File: src/hdl/mbg_pkg.sv
package mbg_pkg;

	localparam int CELL_W = 12;
	localparam int MAX_CELLS = 1 << CELL_W;
	localparam int DEPTH_W = CELL_W + 1;
	localparam int DIM_W = 7;
	localparam int COORD_W = 6;
	localparam int MAP_W = 3;
	localparam int CFG_INDEX_W = 1;
	localparam int DIV_STEPS = CELL_W;

	localparam logic [DEPTH_W-1:0] STACK_FULL = {1'b1, {CELL_W{1'b0}}};
	localparam logic [DIM_W-1:0] DIM_MIN = 7'd1;
	localparam logic [DIM_W-1:0] DIM_MAX = 7'd64;
	localparam logic [DIM_W-1:0] DIM_RESET = 7'd16;

	localparam logic [CFG_INDEX_W-1:0] REG_GRID_WIDTH = 1'b0;
	localparam logic [CFG_INDEX_W-1:0] REG_GRID_HEIGHT = 1'b1;

	localparam logic [1:0] FUNC_START = 2'd0;
	localparam logic [1:0] FUNC_STEP = 2'd1;
	localparam logic [1:0] FUNC_READ = 2'd2;

	localparam logic [2:0] MOVE_NORTH = 3'd0;
	localparam logic [2:0] MOVE_EAST = 3'd1;
	localparam logic [2:0] MOVE_SOUTH = 3'd2;
	localparam logic [2:0] MOVE_WEST = 3'd3;
	localparam logic [2:0] MOVE_NONE = 3'd4;

	localparam int BIT_SOUTH = 0;
	localparam int BIT_EAST = 1;
	localparam int BIT_VISITED = 2;

	typedef struct packed {
		logic latch;
		logic start;
		logic rep_read;
		logic rep_ignore;
		logic div_start;
		logic div_step;
		logic rd_issue;
		logic wr1;
		logic wr2;
		logic pop_load;
		logic rep_issue;
		logic out_load;
		logic clr_step;
	} cmd_t;

	typedef struct packed {
		logic [1:0] func;
		logic active;
		logic coord_ok;
		logic in_grid;
		logic div_last;
		logic rd_last;
		logic clr_last;
		logic pop_next;
		logic out_free;
	} stat_t;

endpackage

File: src/hdl/mbg_ctrl.sv
module mbg_ctrl (
	input  logic           clk,
	input  logic           arst_n,
	input  logic           item_valid,
	output logic           item_stall,
	input  mbg_pkg::stat_t stat,
	output mbg_pkg::cmd_t  cmd
);

	localparam logic [3:0] S_CLEAR = 4'd0;
	localparam logic [3:0] S_IDLE = 4'd1;
	localparam logic [3:0] S_DECODE = 4'd2;
	localparam logic [3:0] S_DIV = 4'd3;
	localparam logic [3:0] S_READ = 4'd4;
	localparam logic [3:0] S_LAST = 4'd5;
	localparam logic [3:0] S_WR1 = 4'd6;
	localparam logic [3:0] S_WR2 = 4'd7;
	localparam logic [3:0] S_POP = 4'd8;
	localparam logic [3:0] S_REPORT = 4'd9;
	localparam logic [3:0] S_OUT = 4'd10;

	logic [3:0] state_q;
	logic [3:0] state_d;
	logic       init_q;

	always_ff @(posedge clk or negedge arst_n) begin
		if (!arst_n) begin
			state_q <= S_CLEAR;
			init_q <= 1'b1;
		end else begin
			state_q <= state_d;
			if (state_q == S_CLEAR && stat.clr_last) begin
				init_q <= 1'b0;
			end
		end
	end

	always_comb begin
		state_d = state_q;
		cmd = '0;
		case (state_q)
			S_CLEAR: begin
				cmd.clr_step = 1'b1;
				if (stat.clr_last) begin
					// The pass after reset returns to idle; a start reports cell 0.
					state_d = init_q ? S_IDLE : S_REPORT;
				end
			end
			S_IDLE: begin
				if (item_valid) begin
					cmd.latch = 1'b1;
					state_d = S_DECODE;
				end
			end
			S_DECODE: begin
				case (stat.func)
					mbg_pkg::FUNC_START: begin
						cmd.start = 1'b1;
						state_d = S_CLEAR;
					end
					mbg_pkg::FUNC_READ: begin
						cmd.rep_read = 1'b1;
						state_d = S_REPORT;
					end
					mbg_pkg::FUNC_STEP: begin
						if (!stat.active) begin
							cmd.rep_ignore = 1'b1;
							state_d = S_REPORT;
						end else if (stat.in_grid && !stat.coord_ok) begin
							cmd.div_start = 1'b1;
							state_d = S_DIV;
						end else begin
							state_d = S_READ;
						end
					end
					default: begin
						cmd.rep_ignore = 1'b1;
						state_d = S_REPORT;
					end
				endcase
			end
			S_DIV: begin
				cmd.div_step = 1'b1;
				if (stat.div_last) begin
					state_d = S_READ;
				end
			end
			S_READ: begin
				cmd.rd_issue = 1'b1;
				if (stat.rd_last) begin
					state_d = S_LAST;
				end
			end
			S_LAST: begin
				state_d = S_WR1;
			end
			S_WR1: begin
				cmd.wr1 = 1'b1;
				state_d = S_WR2;
			end
			S_WR2: begin
				cmd.wr2 = 1'b1;
				state_d = stat.pop_next ? S_POP : S_REPORT;
			end
			S_POP: begin
				cmd.pop_load = 1'b1;
				state_d = S_REPORT;
			end
			S_REPORT: begin
				cmd.rep_issue = 1'b1;
				state_d = S_OUT;
			end
			S_OUT: begin
				if (stat.out_free) begin
					cmd.out_load = 1'b1;
					state_d = S_IDLE;
				end
			end
			default: begin
				state_d = S_IDLE;
			end
		endcase
	end

	assign item_stall = (state_q != S_IDLE);

`ifndef SYNTHESIS
	a_load_free: assert property (@(posedge clk) disable iff (!arst_n)
		cmd.out_load |-> stat.out_free)
		else $error("result loaded while the output register is occupied");

	a_pop_after_wr2: assert property (@(posedge clk) disable iff (!arst_n)
		(state_q == S_POP) |-> ($past(state_q) == S_WR2))
		else $error("stack pop without a preceding write phase");
`endif

endmodule

File: config.mk
export PLATFORM = sky130hd
export DESIGN_NAME = mbg_ctrl
export DESIGN_NICKNAME = d
export VERILOG_FILES = /design/src/hdl/mbg_pkg.sv /design/src/hdl/mbg_ctrl.sv
export SDC_FILE = /design/constraint.sdc
export NUM_CORES = 1
export LEC_CHECK = 0
export BUFFER_PORTS_ARGS = -buffer_cell sky130_fd_sc_hd__buf_2
export CAP_MARGIN = 15
export CORE_MARGIN = 2
export CORE_UTILIZATION = 38
export DETAILED_ROUTE_END_ITERATION = 8
export PLACE_DENSITY = 0.7
export SLEW_MARGIN = 0
export SYNTH_ARGS = -nofsm -noshare
export SYNTH_HDL_FRONTEND = slang
export SYNTH_SLANG_ARGS = --single-unit
File: constraint.sdc
create_clock -name clk -period 1.4 [get_ports clk]
set_input_delay 0.28 -clock clk [delete_from_list [all_inputs] [get_ports clk]]
set_output_delay 0.28 -clock clk [all_outputs]
set_load 0.02 [all_outputs]
==> results of run 1 <==
[metrics by stage]
step           setup WS (ns)  power, mW
3_3_place_gp         0.00344       1.52
5_1_grt               -0.265       2.32
2_1_floorplan        -0.0219       1.15
4_1_cts               -0.219       2.02
6_report              -0.211       2.16
3_5_place_dp         -0.0423       1.56
[placed cells by master (no fill, tap or decap), drive strengths merged, types with 3 or more instances in the layout]
| cell | n |
|---|---|
| nor2b | 3 |
| dfrtp | 4 |
| nor3 | 8 |
| inv | 3 |
| clkbuf | 4 |
| nor2 | 8 |
| o21ai | 9 |
| nand2 | 6 |
| and2b | 4 |
| nor3b | 3 |
| buf | 45 |
[worst max-delay path: stages (launching register included)]
cell	delay, ns
dfrtp_2	0.44
and2b_2	0.26
nand2_2	0.07
nor3b_2	0.15
buf_4	0.16
[state kept, by name, indices dropped and copies added, names as in the netlist]
name	cells
state_q	4
init_q	1
[synth_stat cells (3+ instances only)]
cell type  n
nor2_1     8
nor3_1     8
o21ai_0    6
nand2_1    5
dfrtp_1    4
and2b_2    3
nor2b_1    3
nor3b_1    3
[logic make-up (layout without fill, tap and decap cells)]
logic type | count (synthesis) | count (layout)
buf+inv | 8 | 53
compound gates | 21 | 21
flops | 5 | 5
simple gates | 43 | 43
[where the power goes]
part	switching, mW	internal [mW]	leakage [nW]
Combinational	0.840	0.846	0.399
Clock	0.0605	0.108	0.0150
Sequential	0.0933	0.210	0.0554
[what timing repair did]
action	in CTS	in global routing
endpoints found under the hold margin	4	0
resized for setup	30	15
buffers inserted	6	0
endpoints found under the setup margin	14	18
pin swaps	6	8
hold buffers	1	0
[worst max path at each step]
stage | startpoint | end | slack [ns]
2_1_floorplan | state_q[3]$_DFFE_PN0P_ | cmd[10] | -0.02
3_3_place_gp | state_q[0]$_DFFE_PN0P_ | cmd[0] | 0.003
3_5_place_dp | state_q[2]$_DFFE_PN0P_ | cmd[12] | -0.04
4_1_cts | state_q[0]$_DFFE_PN0P_ | cmd[10] | -0.22
5_1_grt | state_q[0]$_DFFE_PN0P_ | cmd[10] | -0.27
6_report | state_q[0]$_DFFE_PN0P_ | cmd[10] | -0.21
[layer usage]
metal  wire, µm  vias to the layer above
li1           -                      373
met1        770                      352
met2       1140                       18
met3         48                        2
met4         11                        0
met5          0                        -
[layout make-up]
| class | count | area (µm²) |
|---|---|---|
| inverters | 3 | 13.8 |
| clock buffers | 4 | 26.3 |
| well taps | 16 | 20.0 |
| flip-flops and latches | 5 | 131 |
| multi-input cells | 64 | 520 |
| fillers | 117 | 433 |
| repair buffers | 46 | 344 |
==> results.yml, run 1 <==
layout:
  final_util: 0.709
  layout-drive-gt1-share: 0.697
  fin_cells: 138
  antennaDiodeCount: 0
  syn2layout_area_growth_pct: 78.8
  final_area_um2: 1060
  nNetsFinal: 136
job:
  max-cap-violations: 0
routing:
  drc: 0
  avgViaCountPerCell: 5.40
  routedWlPerCell_um: 14.3
  wl_um: 1970
  antenna_left: 0
  first_pass_iters: 7
  vias: 745
  drtIter0Drc: 7
timing:
  hold_violations: 0
  fin_crit_ns: 1.61
  rsz0062_at_grt: "true"
  clock_skew_ns: 0.00955
  fin_hold_ws_ns: 0.209
  post-route-period-util: 1.15
  worst_pin_slew_ns: 0.291
  fin_ws_ns: -0.211
  final-setup-viol-count: 17
  fin_tns_setup_ns: -2.20
  slew_headroom: 0.804
  maxSlewViolCount: 0
  fmax_mhz: 621
global_route:
  met2_usage: 0.439
  grt_pass1_wl_um: 3440
  antenna_found_initial: 0
  grt_use_met3: 0.0292
  grt_util_met1: 0.275
  grt_pass1_vias: 800
  overflow: 0
  grt_max_degree: 11
  grt_usage: 0.239
  top_usage_layer: "met2"
setup_path:
  cp-end-kind: "output pin"
  arrival_ns: 1.33
  crit_required_ns: 1.12
  worstSetupPathType: "register to output pin"
  r2r-end: "state_q[0]$_DFFE_PN0P_"
  cp-start-kind: "register"
  rr_startpoint: "state_q[2]$_DFFE_PN0P_"
  r2r_slack_ns: -0.02
  cp_max_fo: 6
  rr_worst_depth: 6
synthesis:
  synth.avg_cell_area_um2: 7.67
  yosysTopAreaCell: "dfrtp_1"
  ys_async_sr_fraction: 1.00
  synth_top_area_share: 0.169
  synth_cell_types: 38
  synth-seq-cells: 5
  synth-compound-area-share: 0.273
  synth_area_leaders: "dfrtp_1 (17%), nor3_1 (6.8%), o21ai_0 (5.1%)"
  syn_area_um2: 591
  syn_inst: 77
  syn_nets: 90
  yosys_warnings: 0
  synth_top_family_by_area: "simple AND/OR/NAND/NOR gates"
  synth_fa_ha_area_frac: 0
  synthSimpleGateAreaFrac: 0.426
  synth_edf_count: 0
  yosysSeqAreaShare: 0.214
  synthMuxAreaShare: 0
  yosys_most_used_dff: "dfrtp_1"
  synthXorXnorAreaFrac: 0
clock_tree:
  clkSlewWorstSetupHoldPaths_ns: 0.05
  cts_buffers: 3
  clock_latency_ns: 0.24
  root_buffer: "clkbuf_4"
  htree_levels: 1
  cts_buffer_depth: 2
  cts.sinks: 5
  tritoncts: "built"
hold_path:
  hp-start: "stat[2]"
  worstHoldPathType: "primary input to register"
  hold-path-cell-count: 2
  hold-path-endpoint: "init_q$_DFFE_PN1P_"
run_status:
  violations: "negative setup slack"
  outcome: "finished with violations"
pwr:
  ir_worst_vdd_v: 0.00116
  p_leak_nw: 0.470
  p_per_area_nw_per_um2: 2040
place:
  port_buffers: 26
  dpl.hpwl_um: 1400
  place_congestion: 0.851
  placed_area_um2: 832
  dp.cells: 127
floorplan:
  fp.dieH_um: 43.4
  num_rows: 14
  start_util: 0.397
  die_area_um2: 1890
  fp.coreArea_um2: 1490
  die_w_um: 43.4
  ioPinCount: 27
No activity file was read; power rests on OpenSTA's default activity.
==> run 2, diff against run 1 <==
Settings changed: TNS_END_PERCENT from default to 20.
==> run 2 against run 1 <==
Net effect:
- the flow still finishes with violations (negative setup slack)
- design area down 7.3%
- worst hold slack better by 0.0022 ns
- non-clock buffer count down 6
- routed wire length down 6.5%
- fmax down 1.7%
- critical path depth unchanged
- via count down 1.2%
- power down 6.0%
- sequential share of layout area up 0.86 points
- largest cell class unchanged
- die area unchanged
- global-route usage down 2.2 points
- utilization down 5.2 points
- highest routed layer unchanged
==> results.yml, run 2 (synthesized netlist as in run 1, its figures left out) <==
setup_path:
  rr_worst_depth: 6
  critPathSlowestCell: "dfrtp_2"
  crit_required_ns: 1.12
  arrival_ns: 1.36
  cp-end-kind: "output pin"
  cp-start-kind: "register"
  cp_slowest_stage_delay_ns: 0.45
  crit_chain: "and2b_2 -> nand2_4 -> nor3b_2 -> buf_4"
  cp_max_fo: 5
  worstSetupPathType: "register to output pin"
layout:
  fin_cells: 132
  fillers: 125
  largest_reg_flops: 4
  antennaDiodeCount: 0
  largest_register: "state_q"
  layout-drive-gt1-share: 0.621
  syn2layout_area_growth_pct: 65.7
  layout_common_cells: "buf_4 (18), buf_2 (15), nor2_1 (6), o21ai_0 (6)"
  reg_top3: "state_q x4, init_q x1"
  nNetsFinal: 130
  mostFrequentLayoutCell: "buf_4"
floorplan:
  fp.coreArea_um2: 1490
  ioPinCount: 27
  die_w_um: 43.4
  start_util: 0.397
  num_rows: 14
  fp.dieH_um: 43.4
  die_area_um2: 1890
routing:
  avgViaCountPerCell: 5.58
  wl_um: 1840
  routedWlPerCell_um: 14.0
  drtIter0Drc: 4
  drc: 0
  vias: 736
  antenna_left: 0
  first_pass_iters: 4
pwr:
  design_power_total_mw: 2.03
  p_comb_frac: 0.768
  p_leak_nw: 0.441
  p_sw_uw: 943
  p_per_area_nw_per_um2: 2070
  switching_share: 0.465
  ir_worst_vdd_v: 0.00105
  power_frac_seq: 0.150
  power.internal_mw: 1.08
  clock_power_share: 0.082
timing:
  fin_hold_ws_ns: 0.212
  rsz0062_at_grt: "true"
  clock_skew_ns: 0.00497
  final-setup-viol-count: 17
  fmax_mhz: 610
  worst_pin_slew_ns: 0.335
  hold_violations: 0
  fin_crit_ns: 1.64
  fin_ws_ns: -0.238
  post-route-period-util: 1.17
  maxSlewViolCount: 0
  slew_headroom: 0.775
global_route:
  antenna_found_initial: 0
  grt_usage: 0.217
  overflow: 0
  grt_pass1_wl_um: 3150
  grt_pass1_vias: 767
  grt_max_degree: 11
clock_tree:
  cts.sinks: 5
  cts_buffers: 3
  tritoncts: "built"
  clkSlewWorstSetupHoldPaths_ns: 0.05
  root_buffer: "clkbuf_4"
  clock_latency_ns: 0.24
  htree_levels: 1
  cts_buffer_depth: 2
run_status:
  violations: "negative setup slack"
  outcome: "finished with violations"
place:
  place_congestion: 0.856
  dp.cells: 125
  dpl.hpwl_um: 1360
  port_buffers: 26
hold_path:
  worstHoldPathType: "primary input to register"
  hold-path-cell-count: 2
job:
  max-cap-violations: 0
-- run 2: worst paths after layout --
check / from / to / slack [ns]
setup / recovery: state_q[0]$_DFFE_PN0P_ / cmd[10] / -0.24
hold reg to reg: init_q$_DFFE_PN1P_ / init_q$_DFFE_PN1P_ / 0.48
max in group asynchronous: arst_n / init_q$_DFFE_PN1P_ / 0.79
hold / removal: stat[2] / init_q$_DFFE_PN1P_ / 0.21
min in group asynchronous: arst_n / state_q[3]$_DFFE_PN0P_ / 0.39
setup reg to reg: state_q[0]$_DFFE_PN0P_ / state_q[1]$_DFFE_PN0P_ / -0.11
-- run 2: per-stage QoR --
step	setup WS [ns]	setup TNS, ns	instance area [µm²]	utilization
final	-0.238	-2.59	978	0.657
after global routing	-0.296	-3.53	978	0.657
after CTS	-0.240	-2.48	945	0.634
after detailed placement	-0.0758	-0.170	802	0.539
after global placement	-0.0726	-0.174	802	0.539
after floorplan	-0.190	-0.481	597	-
-- run 2: cell type report --
cell class	instances	area [µm²]	area share
sequential	5	130	0.133
tap	16	20.0	0.0205
timing repair buffer	40	297	0.303
multi-input combinational	64	494	0.505
clock buffer	4	26.3	0.0269
inverter	3	11.3	0.0115
-- run 2: timing repair --
item | CTS | global route
hold endpoints to repair | 4 | 0
hold buffers | 1 | 0
setup endpoints to repair | 17 | 18
buffers inserted | 2 | 0
pin swaps | 4 | 2
resized for setup | 26 | 9
-- run 2: worst max-delay path, delay by kind of cell (launching register included) --
family | cells | cell delay (ns)
buffers and inverters | 1 | 0.16
DFF | 1 | 0.45
and+or+nand+nor | 3 | 0.51
-- run 2: layer usage --
| metal | part of all wire | up-vias | wire length [µm] | track usage |
|---|---|---|---|---|
| met1 | 0.38 | 349 | 704 | 0.241 |
| met2 | 0.55 | 26 | 1020 | 0.412 |
| met5 | 0 | - | 0 | 0 |
| met3 | 0.059 | 2 | 108 | 0.0167 |
| met4 | 0.0049 | 0 | 9 | 0.103 |
| li1 | - | 359 | - | - |
-- run 2: power by group through the flow --
| stage | combinational [mW] | sequential (mW) | clock [mW] |
|---|---|---|---|
| floorplan | 0.870 | 0.250 | 0 |
| global placement | 1.23 | 0.279 | 0 |
| detailed placement | 1.26 | 0.281 | 0 |
| CTS | 1.48 | 0.290 | 0.170 |
| global route | 1.68 | 0.312 | 0.177 |
| finish | 1.56 | 0.305 | 0.165 |
==> run 3, diff against run 2 <==
Settings changed: CORE_MARGIN 2 to 1.
==> run 3 against run 2 <==
Net effect:
- the flow still finishes with violations (negative setup slack)
- utilization is 2.1 points higher
- setup slack better by 0.0029 ns
- non-clock buffer count stayed put
- sequential power is 6.9% lower
- clock power is 5% higher
- via count is 2.9% lower
- largest cell class unchanged
- worst hold slack worse by 0.0019 ns
- power is 7.8% lower
- first-iteration DRC count is 75% higher
==> results.yml, run 3 (synthesized netlist as in run 1, its figures left out) <==
run_status:
  outcome: "finished with violations"
  violations: "negative setup slack"
clock_tree:
  htree_levels: 1
  clock_latency_ns: 0.25
  cts.sinks: 5
  root_buffer: "clkbuf_4"
  tritoncts: "built"
  cts_buffers: 3
  cts_buffer_depth: 2
  postCtsSetupRepairBufs: 0
  clkSlewWorstSetupHoldPaths_ns: 0.04
setup_path:
  crit_chain: "and2b_2 -> nand2_2 -> nor3b_2 -> buf_4"
  worstSetupPathType: "register to output pin"
  r2r_slack_ns: -0.01
  cp-start-kind: "register"
  rr_startpoint: "state_q[2]$_DFFE_PN0P_"
  cp_slowest_stage_delay_ns: 0.44
  cp-end-kind: "output pin"
  arrival_ns: 1.36
  crit_family: "simple AND/OR/NAND/NOR gates"
  rr_worst_depth: 5
  crit_required_ns: 1.12
  critPathSlowestCell: "dfrtp_2"
  r2r-end: "state_q[1]$_DFFE_PN0P_"
  cp_max_fo: 7
  path_buf_inv: 1
  startpoint: "state_q[0]$_DFFE_PN0P_"
floorplan:
  num_rows: 13
  ioPinCount: 27
  die_w_um: 41.4
  start_util: 0.432
  fp.coreArea_um2: 1370
  fp.dieH_um: 41.4
  die_area_um2: 1720
global_route:
  antenna_found_initial: 0
  grt_pass1_wl_um: 2940
  overflow: 0
  grt_max_degree: 14
  grt_pass1_vias: 683
  grt_usage: 0.218
routing:
  routedWlPerCell_um: 13.7
  vias: 715
  drtIter0Drc: 7
  first_pass_iters: 4
  wl_um: 1800
  avgViaCountPerCell: 5.46
  drc: 0
  antenna_left: 0
timing:
  fin_crit_ns: 1.64
  hold_violations: 0
  worst_pin_slew_ns: 0.428
  slew_headroom: 0.713
  fmax_mhz: 611
  post-route-period-util: 1.17
  rsz0062_at_grt: "true"
  clock_skew_ns: 0.00217
  maxSlewViolCount: 0
  fin_ws_ns: -0.235
  fin_tns_setup_ns: -2.30
  final-setup-viol-count: 15
layout:
  mostFrequentLayoutCell: "buf_4"
  layout_common_cells: "buf_4 (21), buf_2 (16), o21ai_0 (6)"
  nNetsFinal: 130
  reg_top3: "state_q x4, init_q x1"
  largest_register: "state_q"
  largest_reg_flops: 4
  syn2layout_area_growth_pct: 56.8
  layout-drive-gt1-share: 0.586
  fillers: 134
  final_util: 0.678
  antennaDiodeCount: 0
place:
  post-place-ws_ns: 0.00911
  dpl.hpwl_um: 1360
  place_congestion: 0.821
  port_buffers: 26
hold_path:
  hold-path-cell-count: 2
  worstHoldPathType: "primary input to register"
  hold-path-endpoint: "init_q$_DFFE_PN1P_"
  hp-start: "stat[2]"
pwr:
  p_leak_nw: 0.425
  switching_share: 0.473
  power_frac_seq: 0.152
  p_comb_frac: 0.756
  p_sw_uw: 884
  power.internal_uw: 986
  ir_worst_vdd_v: 0.00126
  clock_power_share: 0.092
  p_per_area_nw_per_um2: 2020
job:
  max-cap-violations: 0
## run 3: worst max-delay path by stage
stage | slack (ns) | cells after the start | end
floorplan | -0.19 | 4 | cmd[10]
detailed placement | 0.009 | 5 | state_q[1]$_DFFE_PN0P_
finish | -0.24 | 4 | cmd[10]
global placement | 0.03 | 4 | cmd[12]
global route | -0.30 | 4 | cmd[10]
CTS | -0.21 | 4 | cmd[10]
## run 3: area by class of cell
type,count,area (µm²),area share
inverters,3,11.3,0.0122
well taps,15,18.8,0.0203
clock buffers,4,26.3,0.0284
flip-flops and latches,5,129,0.139
repair buffers,40,270,0.292
multi-input cells,64,470,0.508
## run 3: power by group through the flow
stage	registers [mW]	clock network, mW	logic, mW
2_1_floorplan	0.250	0	0.870
3_3_place_gp	0.262	0	1.22
3_5_place_dp	0.268	0	1.24
4_1_cts	0.281	0.171	1.37
5_1_grt	0.295	0.188	1.53
6_report	0.284	0.173	1.41
## run 3: what timing repair did
| action | 4_1_cts | 5_1_grt |
|---|---|---|
| endpoints found under the hold margin | 4 | 0 |
| pin swaps | 3 | 2 |
| resized for setup | 17 | 8 |
| hold buffers | 1 | 0 |
| endpoints found under the setup margin | 16 | 17 |
## run 3: stage by stage
step	cells	cell area (µm²)	total power, mW	hold WS (ns)
floorplan	77	597	1.12	-0.0156
global placement	126	803	1.48	0.101
detailed placement	126	803	1.51	0.102
CTS	131	896	1.82	0.213
global route	131	926	2.01	0.208
finish	131	926	1.87	0.210
## run 3: per-layer routing
metal  vias to the layer above  track usage  share of wire
met5                         -            0              0
met4                         0        0.110          0.022
met1                       330        0.267           0.44
met3                         5       0.0261          0.033
met2                        19        0.372           0.50
li1                        361            -              -
## run 3: worst reg2reg max path: cells and delay by family, from the launching register on
family                 cells  cell delay [ns]
AND/OR/NAND/NOR            2             0.27
buffers and inverters      1             0.18
AO/OA/AOI/OAI              2             0.47
flip-flops                 1             0.40
